### src/cha_pkg.sv
// Shared types, constants and the arctangent table of the compass heading core.
package cha_pkg;

    // Vector width after the 8-bit pre-scale, with headroom for the CORDIC gain.
    localparam int XY_W = 26;
    // Angle accumulator width, degrees in Q16.
    localparam int Z_W = 25;
    // Width of the arctangent table index.
    localparam int ATAN_IDX_W = 5;

    localparam logic signed [Z_W-1:0] Z_QUARTER = 25'sd5898240;   // 90 degrees in Q16

    // Scale factors applied to the Q16 degree angle before a 32-bit rounding shift.
    localparam logic signed [Z_W-1:0] SCALE_DEG = 25'sd6553600;   // 100 * 65536
    localparam logic signed [Z_W-1:0] SCALE_RAD = 25'sd9370165;   // 2^32 * pi / 1440

    localparam int PROD_W = 2 * Z_W;
    localparam logic signed [PROD_W-1:0] ROUND_HALF = 50'sd2147483648;

    // Heading arithmetic width and the turn lengths.
    localparam int H_W = 19;
    localparam logic signed [H_W-1:0] DEG_TURN = 19'sd36000;
    localparam logic signed [H_W-1:0] RAD_TURN = 19'sd51472;

    // Unit selector codes carried on the input user field.
    localparam logic CMD_DEG = 1'b0;
    localparam logic CMD_RAD = 1'b1;

    // Configuration register indexes.
    localparam logic REG_DECL_DEG = 1'b0;
    localparam logic REG_DECL_RAD = 1'b1;

    typedef struct packed {
        logic signed [XY_W-1:0] x;
        logic signed [XY_W-1:0] y;
        logic signed [Z_W-1:0]  z;
        logic                   zero;
        logic                   cmd;
    } cha_vec_t;

    // atan(2^-i) in degrees Q16; entries past the table add nothing.
    function automatic logic signed [Z_W-1:0] cha_atan(input logic [ATAN_IDX_W-1:0] idx);
        logic signed [Z_W-1:0] a;
        begin
            case (idx)
                5'd0:    a = 25'sd2949120;
                5'd1:    a = 25'sd1740967;
                5'd2:    a = 25'sd919879;
                5'd3:    a = 25'sd466945;
                5'd4:    a = 25'sd234379;
                5'd5:    a = 25'sd117304;
                5'd6:    a = 25'sd58666;
                5'd7:    a = 25'sd29335;
                5'd8:    a = 25'sd14668;
                5'd9:    a = 25'sd7334;
                5'd10:   a = 25'sd3667;
                5'd11:   a = 25'sd1833;
                5'd12:   a = 25'sd917;
                5'd13:   a = 25'sd458;
                5'd14:   a = 25'sd229;
                5'd15:   a = 25'sd115;
                5'd16:   a = 25'sd57;
                5'd17:   a = 25'sd29;
                5'd18:   a = 25'sd14;
                5'd19:   a = 25'sd7;
                5'd20:   a = 25'sd4;
                5'd21:   a = 25'sd2;
                5'd22:   a = 25'sd1;
                default: a = '0;
            endcase
            return a;
        end
    endfunction

endpackage

### src/cha_prerot.sv
// Input stage: pre-scale, quadrant pre-rotation and zero-vector detection.
module cha_prerot
    import cha_pkg::*;
(
    input  logic                   clk,
    input  logic                   rst_n,
    input  logic                   advance,
    input  logic                   in_valid,
    input  logic                   cmd,
    input  logic signed [15:0]     field_x,
    input  logic signed [15:0]     field_y,
    output logic                   out_valid,
    output cha_vec_t               out_vec
);

    logic     valid_reg;
    cha_vec_t vec_reg;
    cha_vec_t vec_next;

    logic signed [XY_W-1:0] xs;
    logic signed [XY_W-1:0] ys;

    always_comb
    begin
        xs = {{(XY_W-24){field_x[15]}}, field_x, 8'd0};
        ys = {{(XY_W-24){field_y[15]}}, field_y, 8'd0};
        vec_next.cmd  = cmd;
        vec_next.zero = (field_x == 16'sd0) && (field_y == 16'sd0);
        if (field_x[15])
        begin
            // Left half plane: turn by a quarter so the CORDIC starts with x >= 0.
            if (!field_y[15])
            begin
                vec_next.x = ys;
                vec_next.y = -xs;
                vec_next.z = Z_QUARTER;
            end
            else
            begin
                vec_next.x = -ys;
                vec_next.y = xs;
                vec_next.z = -Z_QUARTER;
            end
        end
        else
        begin
            vec_next.x = xs;
            vec_next.y = ys;
            vec_next.z = '0;
        end
    end

    always_ff @(posedge clk or negedge rst_n)
    begin
        if (!rst_n)
            valid_reg <= 1'b0;
        else if (advance)
            valid_reg <= in_valid;
    end

    always_ff @(posedge clk)
    begin
        if (advance)
            vec_reg <= vec_next;
    end

    assign out_valid = valid_reg;
    assign out_vec   = vec_reg;

endmodule

### src/cha_cell.sv
// One CORDIC vectoring cell: a single micro-rotation with its own output register.
module cha_cell
    import cha_pkg::*;
#(
    parameter int STEP = 0
)
(
    input  logic     clk,
    input  logic     rst_n,
    input  logic     advance,
    input  logic     in_valid,
    input  cha_vec_t in_vec,
    output logic     out_valid,
    output cha_vec_t out_vec
);

    localparam logic signed [Z_W-1:0] ANGLE = cha_atan(ATAN_IDX_W'(STEP));

    logic     valid_reg;
    cha_vec_t vec_reg;
    cha_vec_t vec_next;

    logic signed [XY_W-1:0] dx;
    logic signed [XY_W-1:0] dy;

    always_comb
    begin
        dx = in_vec.y >>> STEP;
        dy = in_vec.x >>> STEP;
        vec_next = in_vec;
        // Rotate toward the positive x axis; y of zero counts as positive.
        if (!in_vec.y[XY_W-1])
        begin
            vec_next.x = in_vec.x + dx;
            vec_next.y = in_vec.y - dy;
            vec_next.z = in_vec.z + ANGLE;
        end
        else
        begin
            vec_next.x = in_vec.x - dx;
            vec_next.y = in_vec.y + dy;
            vec_next.z = in_vec.z - ANGLE;
        end
    end

    always_ff @(posedge clk or negedge rst_n)
    begin
        if (!rst_n)
            valid_reg <= 1'b0;
        else if (advance)
            valid_reg <= in_valid;
    end

    always_ff @(posedge clk)
    begin
        if (advance)
            vec_reg <= vec_next;
    end

    assign out_valid = valid_reg;
    assign out_vec   = vec_reg;

endmodule

### src/cha_post.sv
// Output stages: unit scaling with rounding, declination add and wrap into one turn.
module cha_post
    import cha_pkg::*;
(
    input  logic               clk,
    input  logic               rst_n,
    input  logic               advance,
    input  logic               in_valid,
    input  cha_vec_t           in_vec,
    input  logic signed [15:0] decl_deg,
    input  logic signed [15:0] decl_rad,
    output logic               out_valid,
    output logic [15:0]        heading
);

    logic                     v1_reg;
    logic                     v2_reg;
    logic                     v3_reg;
    logic                     cmd1_reg;
    logic                     cmd2_reg;
    logic                     cmd3_reg;
    logic signed [PROD_W-1:0] prod_reg;
    logic signed [PROD_W-1:0] prod_next;
    logic signed [H_W-1:0]    h_reg;
    logic signed [H_W-1:0]    h_next;
    logic [15:0]              heading_reg;
    logic [15:0]              heading_next;

    logic signed [Z_W-1:0]    z_eff;
    logic signed [Z_W-1:0]    scale;
    logic signed [PROD_W-1:0] prod_rnd;
    logic signed [16:0]       angle;
    logic signed [15:0]       decl;
    logic signed [H_W-1:0]    turn;
    logic signed [H_W-1:0]    turn2;
    logic signed [H_W-1:0]    wrapped;

    // Stage 1: both units share one multiplier; degrees use 100 * 2^16 so that
    // both round the same way at bit 32.
    always_comb
    begin
        z_eff     = in_vec.zero ? '0 : in_vec.z;
        scale     = (in_vec.cmd == CMD_RAD) ? SCALE_RAD : SCALE_DEG;
        prod_next = z_eff * scale;
    end

    // Stage 2: rounding shift and declination.
    always_comb
    begin
        prod_rnd = prod_reg + ROUND_HALF;
        angle    = prod_rnd[48:32];
        decl     = (cmd1_reg == CMD_RAD) ? decl_rad : decl_deg;
        h_next   = H_W'(angle) + H_W'(decl);
    end

    // Stage 3: the sum lies within two turns either way, so one of four
    // offsets brings it into range.
    always_comb
    begin
        turn  = (cmd2_reg == CMD_RAD) ? RAD_TURN : DEG_TURN;
        turn2 = turn <<< 1;
        if (h_reg < -turn)
            wrapped = h_reg + turn2;
        else if (h_reg < 0)
            wrapped = h_reg + turn;
        else if (h_reg >= turn)
            wrapped = h_reg - turn;
        else
            wrapped = h_reg;
        heading_next = wrapped[15:0];
    end

    always_ff @(posedge clk or negedge rst_n)
    begin
        if (!rst_n)
        begin
            v1_reg <= 1'b0;
            v2_reg <= 1'b0;
            v3_reg <= 1'b0;
        end
        else if (advance)
        begin
            v1_reg <= in_valid;
            v2_reg <= v1_reg;
            v3_reg <= v2_reg;
        end
    end

    always_ff @(posedge clk)
    begin
        if (advance)
        begin
            prod_reg    <= prod_next;
            cmd1_reg    <= in_vec.cmd;
            h_reg       <= h_next;
            cmd2_reg    <= cmd1_reg;
            heading_reg <= heading_next;
            cmd3_reg    <= cmd2_reg;
        end
    end

    assign out_valid = v3_reg;
    assign heading   = heading_reg;

    a_zero_vector: assert property (@(posedge clk) disable iff (!rst_n)
        advance && in_valid && in_vec.zero |=> prod_reg == '0)
        else $error("zero vector did not give a zero angle");

    a_wrap_span: assert property (@(posedge clk) disable iff (!rst_n)
        v2_reg |-> (h_reg > -(RAD_TURN <<< 1)) && (h_reg < (RAD_TURN <<< 1)))
        else $error("heading sum outside two turns");

    a_deg_range: assert property (@(posedge clk) disable iff (!rst_n)
        v3_reg && cmd3_reg == CMD_DEG |-> heading_reg < 16'(DEG_TURN))
        else $error("degree heading out of range");

    a_rad_range: assert property (@(posedge clk) disable iff (!rst_n)
        v3_reg && cmd3_reg == CMD_RAD |-> heading_reg < 16'(RAD_TURN))
        else $error("radian heading out of range");

endmodule

### src/compass_heading_atan2_core.sv
// Top level of the compass heading core: CORDIC atan2 with declination and wrap.
//
// Input stream: s_axis_tdata carries field_x (bits 15:0) and field_y (bits 31:16),
// both signed magnetometer counts; s_axis_tuser carries the unit selector
// (0 for hundredths of a degree, 1 for radians times 8192).
// Output stream: m_axis_tdata carries the heading, wrapped to 0..35999 or 0..51471.
// Configuration: cfg_we with cfg_addr 0 writes the degree declination, with
// cfg_addr 1 the radian declination; write them while no transaction is in flight.
// The pipeline has one pre-rotation stage, one cell per CORDIC step, and three
// output stages (multiply, declination add, wrap).
// One transaction is accepted per cycle unless the receiver stalls; the pipeline
// is fully unrolled, so throughput of the cell chain is one item per clock.
// Reset clears all valid bits and both declinations to zero.
// When the receiver stalls with a result waiting, the whole pipeline holds and
// s_axis_tready drops until that result is taken.
module compass_heading_atan2_core
    import cha_pkg::*;
#(
    parameter int CORDIC_STEPS = 16
)
(
    input  logic        clk,
    input  logic        rst_n,
    input  logic        s_axis_tvalid,
    output logic        s_axis_tready,
    input  logic [31:0] s_axis_tdata,    // field_x [15:0], field_y [31:16]
    input  logic [0:0]  s_axis_tuser,    // cmd [0]
    output logic        m_axis_tvalid,
    input  logic        m_axis_tready,
    output logic [15:0] m_axis_tdata,    // heading [15:0]
    input  logic        cfg_we,
    input  logic [0:0]  cfg_addr,
    input  logic [15:0] cfg_wdata
);

    logic               advance;
    logic signed [15:0] decl_deg_reg;
    logic signed [15:0] decl_rad_reg;

    logic     chain_valid [0:CORDIC_STEPS];
    cha_vec_t chain_vec   [0:CORDIC_STEPS];

    assign advance       = m_axis_tready || !m_axis_tvalid;
    assign s_axis_tready = advance;

    always_ff @(posedge clk or negedge rst_n)
    begin
        if (!rst_n)
        begin
            decl_deg_reg <= '0;
            decl_rad_reg <= '0;
        end
        else if (cfg_we)
        begin
            case (cfg_addr[0])
                REG_DECL_DEG: decl_deg_reg <= cfg_wdata;
                REG_DECL_RAD: decl_rad_reg <= cfg_wdata;
                default:      ;
            endcase
        end
    end

    cha_prerot u_prerot (
        .clk       (clk),
        .rst_n     (rst_n),
        .advance   (advance),
        .in_valid  (s_axis_tvalid),
        .cmd       (s_axis_tuser[0]),
        .field_x   (s_axis_tdata[15:0]),
        .field_y   (s_axis_tdata[31:16]),
        .out_valid (chain_valid[0]),
        .out_vec   (chain_vec[0])
    );

    for (genvar i = 0; i < CORDIC_STEPS; i++)
    begin : g_cell
        cha_cell #(
            .STEP (i)
        ) u_cell (
            .clk       (clk),
            .rst_n     (rst_n),
            .advance   (advance),
            .in_valid  (chain_valid[i]),
            .in_vec    (chain_vec[i]),
            .out_valid (chain_valid[i+1]),
            .out_vec   (chain_vec[i+1])
        );
    end

    cha_post u_post (
        .clk       (clk),
        .rst_n     (rst_n),
        .advance   (advance),
        .in_valid  (chain_valid[CORDIC_STEPS]),
        .in_vec    (chain_vec[CORDIC_STEPS]),
        .decl_deg  (decl_deg_reg),
        .decl_rad  (decl_rad_reg),
        .out_valid (m_axis_tvalid),
        .heading   (m_axis_tdata)
    );

endmodule

### config.mk
export PLATFORM = sky130hd
export DESIGN_NAME = compass_heading_atan2_core
export DESIGN_NICKNAME = d
export VERILOG_FILES = /design/src/cha_pkg.sv /design/src/cha_prerot.sv /design/src/cha_cell.sv /design/src/cha_post.sv /design/src/compass_heading_atan2_core.sv
export SDC_FILE = /design/constraint.sdc
export NUM_CORES = 2
export LEC_CHECK = 0
export BUFFER_PORTS_ARGS = -buffer_cell sky130_fd_sc_hd__buf_4
export CORE_ASPECT_RATIO = 1.4
export CORE_MARGIN = 10
export CORE_UTILIZATION = 60
export CTS_CLUSTER_DIAMETER = 100
export DETAILED_ROUTE_END_ITERATION = 10
export PLACE_DENSITY = 0.9
export SLEW_MARGIN = 20
export SYNTH_ARGS = -nofsm -noshare
export SYNTH_HDL_FRONTEND = slang
export SYNTH_SLANG_ARGS = --single-unit
### constraint.sdc
create_clock -name clk -period 28.4 [get_ports clk]
set_input_delay 2.84 -clock clk [delete_from_list [all_inputs] [get_ports clk]]
set_output_delay 2.84 -clock clk [all_outputs]
set_load 0.005 [all_outputs]
==> metrics.cfg <==
[outcome]
outcome=completed

[timing]
hold_viol_final=0
tightest_slew_ns=1.04
rsz0062_at_grt=no
maxSlewViolCount=0
fin_skew_ns=0.0794
finalCriticalPeriod_ns=9.39
finalSetupViolCount=0
max_freq_ghz=0.106
period_share=0.331
fin_tns_setup_ns=0
slew_headroom=0.307

[clock_tree]
clkTransAtPathRegs_ns=0.07
root_buffer=clkbuf_16
cts.sinks=1200
cts_tree=built
cts_resized=0
cts-buffers-inserted=121
worstSkewPairLatency_ns=0.81
post_cts_buffers=0
htree_levels=3
hold_buffers=0
cts_max_path_buffers=3

[yosys]
synth.avg_cell_area_um2=9.77
synth_mux_area_frac=0.0146
syn_area_um2=107000
netlist_top_cells_area=edfxtp_1 32%, ha_1 15%, xnor2_1 7.8%
synth_xor_xnor_area_share=0.114
syn_inst=10900
yosys.area.top_type=edfxtp_1
ys_seq_area_frac=0.336
netlist_top_cells_count=1305 x ha_1, 1148 x edfxtp_1, 983 x inv_1, 979 x nor2_1, 943 x xnor2_1
synth_compound_area_frac=0.152
yosys.area_share.adder=0.215
synth_top_family_by_area=adder cells
synthArstFlopShare=0.0433
synth_top_area_frac=0.324
synth_warnings=0
synth-simple-area-share=0.128
yosys_register_bits=1200
synth_ff_type=edfxtp_1
synth_edf_count=1148
synth_most_common_cell=ha_1
synth_cell_types=100

[place]
hpwl_um=213000
port_buffers=72
gp_congestion=0.999

[routing]
drtIter0Drc=5540
vias=82100
wire_per_inst_um=20.0
dr.pass1.iters=7
drtAntennaViolNets=0
route.detailed.drc=0
drt_wl_total_um=269000
via_per_inst=6.13

[floorplan]
die_area_um2=195000
initial_core_util=0.605
die_w_um=376
core.rowCount=182
boundaryPins=73
die_y_um=519
core_area_um2=176000

[global_route]
grt_max_degree=165
grt_pass1_vias=84700
grt_usage=0.269
antenna_found_initial=3
grt.overflow.total=0
grt_first_pass_wirelength_um=430000

[layout]
drive_gt1_frac=0.0477
regArea_um2=35800
nNetsFinal=12700
largest_register_ffs=1053
fill_cells=13500
multi_input_area_um2=66500
area_growth_pct=7.06

[setup_path]
cp_max_fo=83
crit_path_max_incr_delay_ns=0.77
path_delay_family=adder cells
worstSetupEndpointType=register
worstPathRequired_ns=28.93
arrival_ns=9.92
worstSetupStartpointType=register
worst-path-buf-inv=8
critical_path.slowest_cell=o21ai_0
worstSetupPathType=reg -> reg

[run]
drv_cap=0

[worst_hold_path]
hold_path_class=reg -> reg

[routing by layer]
layer  vias to the layer above  track usage  wire [um]
li1                      39200            -          -
met1                     39300        0.271      93400
met2                      2652        0.505     141000
met3                      1025       0.0350      12100
met4                         0        0.191      21500
met5                         -            0          0
[final timing paths]
| kind | from | endpoint | slack (ns) | depth (start not counted) |
|---|---|---|---|---|
| hold / removal | g_cell[8].u_cell.out_vec[0] | g_cell[9].u_cell.out_vec[0] | 0.42 | 0 |
| setup reg to reg | g_cell[15].u_cell.out_vec[0] | u_post.prod_reg[48] | 19.01 | 29 |
| max in group asynchronous | rst_n | decl_deg_reg[1] | 25.87 | 1 |
| min in group asynchronous | rst_n | g_cell[2].u_cell.out_valid | 2.09 | 1 |
| hold reg to reg | g_cell[8].u_cell.out_vec[0] | g_cell[9].u_cell.out_vec[0] | 0.42 | 0 |
| setup / recovery | g_cell[15].u_cell.out_vec[0] | u_post.prod_reg[48] | 19.01 | 29 |
[layout by cell type (no fill, tap or decap), drive strengths merged, types with 24 or more instances in the layout]
cell type and instances:
ha 1305, edfxtp 1148, inv 991, nor2 979
xnor2 943, a21oi 889, nand2 541, xor2 440
o21ai 429, a21o 326, fa 326, nor3 326
nand3 183, and3 150, nand2b 144, nor2b 144
o21a 133, o21bai 132, clkbuf 130, buf 113
mux2 108, a31oi 105, or3 101, nor4 72
clkinv 65, a211oi 60, and2 55, o41ai 55
dfrtp 52, nand4 45, o211ai 42, a21boi 41
o31ai 40, mux2i 34, a31o 33, or4 29
or2 27, a2111oi 25, a211o 24
[worst reg2reg max path, delay by kind of cell (launching register included)]
family | cells | cell delay, ns
adders and majority gates | 7 | 3.45
AOI/OAI and AO/OA | 8 | 2.51
buffers and inverters | 8 | 1.65
and+or+nand+nor | 5 | 1.05
DFF | 1 | 0.33
xor gates and xnor gates | 1 | 0.13
[cell families after synthesis]
logic type,count (synthesis)
and+or+nand+nor,2864
AOI/OAI and AO/OA,2525
adders and majority gates,1632
xor gates and xnor gates,1383
DFF,1200
buffers and inverters,1161
muxes,142
other,2
[metrics by stage]
stage | cell area, um^2 | util | hold WS (ns) | cells | worst slack [ns]
floorplan | 107000 | - | 0.400 | 10900 | 0.405
global placement | 110000 | 0.623 | 0.403 | 13200 | 19.16
detailed placement | 110000 | 0.623 | 0.405 | 13200 | 19.09
CTS | 114000 | 0.647 | 0.420 | 13400 | 19.02
global route | 114000 | 0.647 | 0.423 | 13400 | 18.30
finish | 114000 | 0.647 | 0.419 | 13400 | 19.01
[cell type report]
cell class,instances,area share
Multi-Input combinational cell,8569,0.583
Timing Repair Buffer,113,0.00776
Inverter,992,0.0327
Clock inverter,97,0.0105
Antenna cell,3,0.0000658
Clock buffer,130,0.0271
Tap cell,2300,0.0252
Sequential cell,1200,0.314
Power is not shown: default switching activity piles up to over one toggle a cycle in this logic, so the estimate is an artifact.
